--- src/hdl/lru_key_value_cache_defines.svh ---
`ifndef LRU_KEY_VALUE_CACHE_DEFINES_SVH
`define LRU_KEY_VALUE_CACHE_DEFINES_SVH

// Check a property outside reset.
`define LKV_ASSERT(name, clk, rst_n, prop) \
  name: assert property (@(posedge clk) disable iff (!rst_n) prop) \
    else $error("%m: assertion failed");

// Check a property at every edge, reset included.
`define LKV_ASSERT_ALWAYS(name, clk, prop) \
  name: assert property (@(posedge clk) prop) \
    else $error("%m: assertion failed");

`endif

--- src/hdl/lkv_pkg.sv ---
package lkv_pkg;

  localparam int KeyW = 32;
  localparam int ValW = 32;
  localparam int OccW = 5;
  localparam int CapW = 5;

  localparam logic [CapW-1:0] CapReset  = 5'd16;
  localparam logic [ValW-1:0] MissValue = '1;

  typedef enum logic {
    ACT_GET = 1'b0,
    ACT_SET = 1'b1
  } action_e;

  typedef struct packed {
    action_e         action;
    logic [KeyW-1:0] key;
    logic [ValW-1:0] value;
  } req_t;

  typedef struct packed {
    logic            hit;
    logic [ValW-1:0] read_value;
    logic [OccW-1:0] occupancy;
  } res_t;

endpackage

--- src/hdl/lru_key_value_cache.sv ---
// Fully associative key/value cache with least-recently-used replacement,
// DEPTH entries held in flip-flops. An item is a get (tuser = 0) or a set
// (tuser = 1) of a 32-bit key; every item yields one result giving hit, the
// read value (stored value on a get hit, all ones on a get miss, zero on a
// set) and the occupancy after the item. Items are taken at one per cycle
// while the output is not held: an accepted item sits in an input register,
// all keys are compared and all recency ranks updated as it advances, and
// the result is captured in the output register. The output register and
// the input register keep full rate while the output is ready. capacity
// (1..16, zero reads as 1, values above DEPTH as DEPTH) may be written only
// while the block is idle; lowering it below the occupancy never drops entries.
`include "lru_key_value_cache_defines.svh"

module lru_key_value_cache
  import lkv_pkg::*;
#(
  parameter int DEPTH = 16
) (
  input  logic            clk_i,
  input  logic            rst_ni,
  input  logic            cfg_we_i,
  input  logic [CapW-1:0] cfg_wdata_i,      // capacity
  input  logic            s_axis_tvalid_i,
  output logic            s_axis_tready_o,
  input  logic [63:0]     s_axis_tdata_i,   // key [31:0], value [63:32]
  input  logic [0:0]      s_axis_tuser_i,   // action
  output logic            m_axis_tvalid_o,
  input  logic            m_axis_tready_i,
  output logic [39:0]     m_axis_tdata_o,   // read_value [31:0], occupancy [36:32], zeros
  output logic [0:0]      m_axis_tuser_o    // hit
);

  localparam int RW = (DEPTH > 1) ? $clog2(DEPTH) : 1;
  localparam int CW = $clog2(DEPTH + 1);

  logic [CapW-1:0] cap_q;

  logic            s_valid_q;
  req_t            s_req_q;
  logic            o_valid_q;
  res_t            o_res_q;
  logic            advance;

  logic [KeyW-1:0] key_q   [DEPTH];
  logic [ValW-1:0] value_q [DEPTH];
  logic [RW-1:0]   rank_q  [DEPTH];
  logic [RW-1:0]   rank_d  [DEPTH];
  logic [DEPTH-1:0] valid_q, valid_d;
  logic [CW-1:0]   count_q, count_d;

  logic [DEPTH-1:0] match_vec, victim_vec, valid_ev, slot_vec;
  logic            hit;
  logic [RW-1:0]   found_rank;
  logic [ValW-1:0] found_val;
  logic [CW-1:0]   eff_cap;
  logic            is_set, miss_set, evict, insert;
  res_t            res_d;

  // Handshake
  assign advance         = s_valid_q && (!o_valid_q || m_axis_tready_i);
  assign s_axis_tready_o = !s_valid_q || advance;
  assign m_axis_tvalid_o = o_valid_q;
  assign m_axis_tdata_o  = {3'b000, o_res_q.occupancy, o_res_q.read_value};
  assign m_axis_tuser_o  = o_res_q.hit;

  always_ff @(posedge clk_i or negedge rst_ni) begin
    if (!rst_ni) begin
      cap_q <= CapReset;
    end else if (cfg_we_i) begin
      cap_q <= cfg_wdata_i;
    end
  end

  always_ff @(posedge clk_i or negedge rst_ni) begin
    if (!rst_ni) begin
      s_valid_q <= 1'b0;
      o_valid_q <= 1'b0;
    end else begin
      if (s_axis_tready_o) begin
        s_valid_q <= s_axis_tvalid_i;
      end
      if (advance) begin
        o_valid_q <= 1'b1;
      end else if (m_axis_tready_i) begin
        o_valid_q <= 1'b0;
      end
    end
  end

  always_ff @(posedge clk_i) begin
    if (s_axis_tready_o && s_axis_tvalid_i) begin
      s_req_q.action <= action_e'(s_axis_tuser_i[0]);
      s_req_q.key    <= s_axis_tdata_i[31:0];
      s_req_q.value  <= s_axis_tdata_i[63:32];
    end
    if (advance) begin
      o_res_q <= res_d;
    end
  end

  // Lookup and replacement choice
  always_comb begin
    if (cap_q == '0) begin
      eff_cap = CW'(1);
    end else if (32'(cap_q) > 32'(DEPTH)) begin
      eff_cap = CW'(DEPTH);
    end else begin
      eff_cap = CW'(cap_q);
    end

    found_rank = '0;
    found_val  = '0;
    for (int i = 0; i < DEPTH; i++) begin
      match_vec[i]  = valid_q[i] && (key_q[i] == s_req_q.key);
      // ranks of valid entries form 0..count-1, so the oldest has count-1
      victim_vec[i] = valid_q[i] && (CW'(rank_q[i]) == count_q - CW'(1));
      if (match_vec[i]) begin
        found_rank = found_rank | rank_q[i];
        found_val  = found_val | value_q[i];
      end
    end
    hit = |match_vec;

    is_set   = (s_req_q.action == ACT_SET);
    miss_set = is_set && !hit;
    evict    = miss_set && (count_q >= eff_cap) && (count_q != '0);
    valid_ev = evict ? (valid_q & ~victim_vec) : valid_q;
    // lowest free entry
    slot_vec = ~valid_ev & (valid_ev + DEPTH'(1));
    insert   = miss_set && (|slot_vec);

    count_d = count_q - CW'(evict) + CW'(insert);
    valid_d = insert ? (valid_ev | slot_vec) : valid_ev;

    for (int i = 0; i < DEPTH; i++) begin
      rank_d[i] = rank_q[i];
      if (hit) begin
        if (match_vec[i]) begin
          rank_d[i] = '0;
        end else if (valid_q[i] && rank_q[i] < found_rank) begin
          rank_d[i] = rank_q[i] + RW'(1);
        end
      end else if (insert) begin
        if (slot_vec[i] || (evict && victim_vec[i])) begin
          rank_d[i] = '0;
        end else if (valid_ev[i]) begin
          rank_d[i] = rank_q[i] + RW'(1);
        end
      end
    end

    res_d.hit        = hit;
    res_d.occupancy  = OccW'(count_d);
    if (is_set) begin
      res_d.read_value = '0;
    end else if (hit) begin
      res_d.read_value = found_val;
    end else begin
      res_d.read_value = MissValue;
    end
  end

  always_ff @(posedge clk_i or negedge rst_ni) begin
    if (!rst_ni) begin
      valid_q <= '0;
      count_q <= '0;
      for (int i = 0; i < DEPTH; i++) begin
        rank_q[i] <= '0;
      end
    end else if (advance) begin
      valid_q <= valid_d;
      count_q <= count_d;
      for (int i = 0; i < DEPTH; i++) begin
        rank_q[i] <= rank_d[i];
      end
    end
  end

  always_ff @(posedge clk_i) begin
    for (int i = 0; i < DEPTH; i++) begin
      if (advance && insert && slot_vec[i]) begin
        key_q[i]   <= s_req_q.key;
        value_q[i] <= s_req_q.value;
      end else if (advance && is_set && match_vec[i]) begin
        value_q[i] <= s_req_q.value;
      end
    end
  end

  `LKV_ASSERT(a_count_matches_valid, clk_i, rst_ni, $countones(valid_q) == int'(count_q))
  `LKV_ASSERT(a_key_unique, clk_i, rst_ni, s_valid_q |-> $onehot0(match_vec))
  `LKV_ASSERT(a_one_victim, clk_i, rst_ni, (s_valid_q && evict) |-> $onehot(victim_vec))
  `LKV_ASSERT(a_result_follows, clk_i, rst_ni, advance |=> o_valid_q)
  `LKV_ASSERT_ALWAYS(a_reset_empty, clk_i, !rst_ni |=> (!o_valid_q && count_q == '0))

endmodule

--- config.mk ---
export PLATFORM = sky130hd
export DESIGN_NAME = lru_key_value_cache
export DESIGN_NICKNAME = d
export VERILOG_FILES = /design/src/hdl/lkv_pkg.sv /design/src/hdl/lru_key_value_cache.sv
export VERILOG_INCLUDE_DIRS = /design/src /design/src/hdl
export SDC_FILE = /design/constraint.sdc
export NUM_CORES = 2
export LEC_CHECK = 0
export BUFFER_PORTS_ARGS = -buffer_cell sky130_fd_sc_hd__buf_4
export CAP_MARGIN = 25
export CORE_MARGIN = 5
export CORE_UTILIZATION = 40
export CTS_CLUSTER_DIAMETER = 60
export DETAILED_ROUTE_END_ITERATION = 12
export GPL_TIMING_DRIVEN = 0
export PLACE_DENSITY = 0.6
export SLEW_MARGIN = 20
export SYNTH_ARGS = -nofsm -noshare
export SYNTH_HDL_FRONTEND = slang
export SYNTH_SLANG_ARGS = --single-unit
--- constraint.sdc ---
create_clock -name clk_i -period 9.2 [get_ports clk_i]
set_clock_uncertainty 0.05 [all_clocks]
set_input_delay 2.76 -clock clk_i [delete_from_list [all_inputs] [get_ports clk_i]]
set_output_delay 2.76 -clock clk_i [all_outputs]
set_load 0.05 [all_outputs]
Yosys cells after proc, flatten, opt, wreduce, memory -nomap -nowiden
Memory sizes are Yosys's and may differ from the RTL's.
Cells that the tools add are included.
- $add $sub $neg: 20
- magnitude comparators: 18
- eq/ne operators: 48
- multiplexer cells: 276
- bitwise logic cells: 51
- reduce and logical (&&, ||, !) cells: 178
- operators by type and width (operator ; count):
    $mux W32 ; 48
    $eq A32 B32 Y1 ; 16
    $mux W4 ; 127
    $or A32 B32 Y32 ; 15
    $reduce_or A32 Y1 ; 15
    $logic_and A1 B1 Y1 ; 104
    $mux W1 ; 97
    $eq A4 B5 Y1 ; 16
    $add A4 B1 Y4 const B ; 16
    $lt A4 B4 Y1 ; 16
    $reduce_and A4 Y1 ; 16
    $or A4 B4 Y4 ; 15
    $ne A3 B2 Y1 const B ; 16
    $reduce_bool A3 Y1 ; 16
    $and A16 B16 Y16 ; 2
    $mux W16 ; 2
    $not A16 Y16 ; 2
    $reduce_or A16 Y1 ; 2
    $logic_or A1 B1 Y1 ; 18
    $add A16 B1 Y16 const B ; 1
    $or A1 B1 Y1 ; 16
    $or A16 B16 Y16 ; 1
    $mux W5 ; 2
    $add A5 B1 Y5 ; 1
    8 further kinds ; 11
- register bits after elaboration: 195
- memory bits (writable): 1024
- memories kept: 2
- memory list (memory ; words ; bits a word ; rd ports ; clocked after Yosys merged registers in ; wr ports ; line ; source):
    key_q ; 16 ; 32 ; 16 ; 0 ; 1 ; lru_key_value_cache.sv:44 ; logic [KeyW-1:0] key_q [DEPTH];
    value_q ; 16 ; 32 ; 16 ; 0 ; 16 ; lru_key_value_cache.sv:45 ; logic [ValW-1:0] value_q [DEPTH];

Logic depth before layout (Yosys ltp)
An unclocked memory read counts as a cell.
- depth after elaboration: 39
- gate-level depth with buffers: 27
- mapped depth without buffers: 26

Worst setup path after synthesis
OpenSTA, ideal clock, no wires.
- path type: flip-flop to flip-flop
- start point: reg count_q[0]
- end point: mem value_q[2][0], in the netlist value_q[0][64], enable pin
- arrival time: 7.065 ns
- slack: 1.697 ns
- cell stages (with the launch flop): 17
- buffers on the path: 4
- clock period less this slack: 7.503 ns
- path through: dfrtp_1 > buf_2 > buf_1 > inv_1 > ha_1 > clkbuf_1 > buf_1 > xnor2_1 > nor4_1 > nor3_1 > nand4_1 > a31oi_1 > nand2_1 > a41oi_4 > o21ai_0 > a211oi_1 > a21o_1
- RTL lines (item ; line ; source):
    from (decl) ; lru_key_value_cache.sv:49 ; logic [CW-1:0] count_q, count_d;
    from (signal assigned) ; lru_key_value_cache.sv:172 ; count_q <= count_d;
    to (decl) ; lru_key_value_cache.sv:45 ;

==> reports/metrics.csv <==
stage,metric,value,unit
sta,fmax,114,MHz
yosys,synth_top_cell_area_share,63.1,%
worst_setup_path,cp_max_fo,32,
placed_design,io_buffers,114,
floorplan,rows,134,
worst_setup_path,cpMaxStageDelayCell,buf_1,
global_route,grt_usage,26.8,%
clocking,hold_buffers,0,
yosys,async_flop_share,7.55,%
clocking,cts_inserted_buffers,136,
clocking,ctsResizeCount,0,
clocking,cts_buffer_depth,3,
clocking,clkLatencyLatePin,790,ps
worst_hold_path,min_delay_path_depth,1,
finish,fin_nets,4259,
worst_setup_path,crit_start,count_q[0],
outcome,status,"finished, final reports clean",
clocking,cts_setup_buffers,0,
floorplan,start_util,40.2,%
placed_design,dp_hpwl,133000,µm
clocking,tritoncts,done,
worst_setup_path,worstSetupStartpointType,flop,
yosys,avgSynthCellArea,14.4,µm²
sta,fin_crit_sh,95.1,%
yosys,synth_cell_types,92,
sta,setup_violations,0,
yosys,yosys.area.top_type,edfxtp_1,
job,maxCapViolations,0,
routing,routedWlPerCell,32.5,µm
pwr,total_power,15600,µW
worst_setup_path,crit_type,flop to flop,
worst_setup_path,cp_num_buf_inv,7,
sta,rsz0062_at_grt,no,
global_route,grt_max_degree,62,
global_route,overflow,0,
floorplan,num_io_pins,118,
finish,drive_gt1_share,13.9,%
finish,multi_input_area,0.0166,mm²
floorplan,die_w,376,µm
yosys,synth_edf_count,1127,
clocking,clk_transition_reported_paths,50,ps
global_route,grt_pass1_wl,269000,µm
yosys,synth_area_leaders,"edfxtp_1, xnor2_1, dfrtp_1",
routing,vias,36800,
clocking,cts_root_buf,clkbuf_16,
floorplan,dieHeight,376,µm
sta,slew_headroom,23.0,%
yosys,yosysSeqAreaShare,67.4,%
routing,firstDrtPassIters,7,
worst_hold_path,hold_path_class,flop to flop,
sta,layout_min_cycle_time,8750,ps
routing,drtIter0Drc,4965,
floorplan,core,0.133,mm²
pwr,ir_drop,0.000240,V
yosys,yosys_warnings,0,
worst_setup_path,crit_family,buffers and inverters,
worst_setup_path,end_kind,flop,
finish,syn_to_final_growth,18.2,%
worst_setup_path,cp.required,9540,ps
worst_setup_path,cp_cell_sequence,"buf_2, buf_1, inv_1, ha_1, clkbuf_1, buf_1, xnor2_1, nor4_1, nor3_1, nand4_1, a31oi_1, nand2_1, a41oi_4, o21ai_0, buf_2, nor2_4, buf_16, a21o_4",
yosys,ys.flop_type,edfxtp_1,
worst_setup_path,ff2ff_path_depth,18,
worst_setup_path,r2r_start,count_q[0],
finish,final_util,47.5,%
sta,worstMarginPinSlew,1150,ps
clocking,htree_levels,4,
clocking,clock_sinks,1219,
yosys,synth_seq_cells,1219,
worst_hold_path,worstHoldStart,cap_q[0],
sta,hold_viol_final,0,
routing,drt-vias-per-instance,6.16,
worst_setup_path,cp_num_cells,18,
worst_setup_path,critPathMaxStageDelay,830,ps
finish,final_cell_mix,"edfxtp_1, xnor2_1, nand4_1, a22oi_1, buf_4",
routing,wl,194000,µm
pwr,p_leak,0.0208,µW
finish,nFillCells,11600,
finish,layout_commonest_cell,edfxtp_1,
global_route,antenna_found_initial,10,
floorplan,dieArea,0.142,mm²
yosys,syn_inst,3734,
global_route,grt_pass1_vias,35000,
sta,slew_viol_final,0,
placed_design,routabilityCongestion,0.968,
worst_setup_path,cp.arrival,9100,ps
pwr,power.density,246,mW/mm²
routing,drc,0,
routing,antenna_left,0,
yosys,syn_area,0.0536,mm²
finish,register_area,0.0361,mm²
## synthesized netlist by cell type (9+ instances only)
cell	count
edfxtp_1	1127
xnor2_1	462
nand4_1	235
a22oi_1	175
nor2_1	135
nand2_1	129
nand3_1	110
o21ai_0	94
nand2b_1	92
dfrtp_1	91
clkbuf_1	83
nor3_1	82
ha_1	78
xor2_1	78
inv_1	64
nor4_1	61
a22o_1	60
a221oi_1	53
buf_4	45
a21oi_1	36
and4_1	32
buf_2	32
a21o_1	26
and3_1	25
a31oi_1	19
nor2b_1	17
and2_1	15
mux2_2	14
buf_1	13
or4_1	13
o2111ai_1	12
o31ai_1	12
or3_1	12
nand4b_1	11
nor4b_1	11
o2bb2ai_1	11
o21a_1	10
o21bai_1	10
a41oi_1	9
o211ai_1	9
## through the flow
step	worst slack (ps)	setup TNS (ps)	hold slack, ps	area (µm²)	std cells
detailed placement	777	0	478	59100	5731
CTS	741	0	489	63400	5968
floorplan	1700	0	421	53700	3736
global placement	-3720	-1386100	468	56700	5618
global route	197	0	492	63400	5972
finish	447	0	477	63400	5976
## state kept, by name (all words and copies together) (netlist names), 5 cells and up
register and cells:
valid_q 16, m_axis_tdata_o 37, s_req_q 64, value_q 512, rank_q 64, count_q 5, key_q 512, cap_q 5
## cell families (layout without fill, tap and decap cells)
family,count (synthesis),count (layout),share of synthesized area [%]
other,1,7,0.00699
adder cells (fa/ha/maj),79,79,1.86
AND/OR/NAND/NOR,1010,1010,10.6
buffers and inverters,246,714,2.19
flip-flops,1219,1219,67.4
AO/OA/AOI/OAI,611,611,8.43
XOR/XNOR,549,549,9.18
multiplexers,19,19,0.387
## worst paths after layout
check,endpoint,slack (ps)
setup / recovery,value_q[0][103],450
hold / removal,cap_q[0],480
setup reg to reg,value_q[0][103],450
hold reg to reg,cap_q[0],480
max in group asynchronous,valid_q[8],6500
min in group asynchronous,count_q[1],1840
## cell type report
cell class,count,area share (%)
multi-input combinational,2271,26.2
antenna,4,0.0158
clock buffer,175,5.68
inverter,67,0.396
tap,1768,3.49
sequential,1219,57.0
buffer,179,1.48
clock inverter,62,1.06
timing repair buffer,231,4.69
## worst register-to-register path, stage by stage (launching register included)
cell,delay (ps)
dfrtp_1,340
buf_2,370
buf_1,840
inv_1,260
ha_1,360
clkbuf_1,600
buf_1,780
xnor2_1,200
nor4_1,120
nor3_1,700
nand4_1,160
a31oi_1,550
nand2_1,410
a41oi_4,530
o21ai_0,390
buf_2,380
nor2_4,490
buf_16,240
a21o_4,530
## power breakdown
part | internal [µW] | switching [µW]
registers | 6600 | 440
logic | 1170 | 2160
clock network | 2950 | 2300
## layer usage
metal  part of all wire (%)  vias up  track usage, %
li1                       -    15300               -
met1                     40    18700            37.1
met2                     45     2378            40.8
met3                     11      437            6.14
met4                    4.8        4            11.6
met5                  0.013        -               0
(Power assumes the default switching activity.)
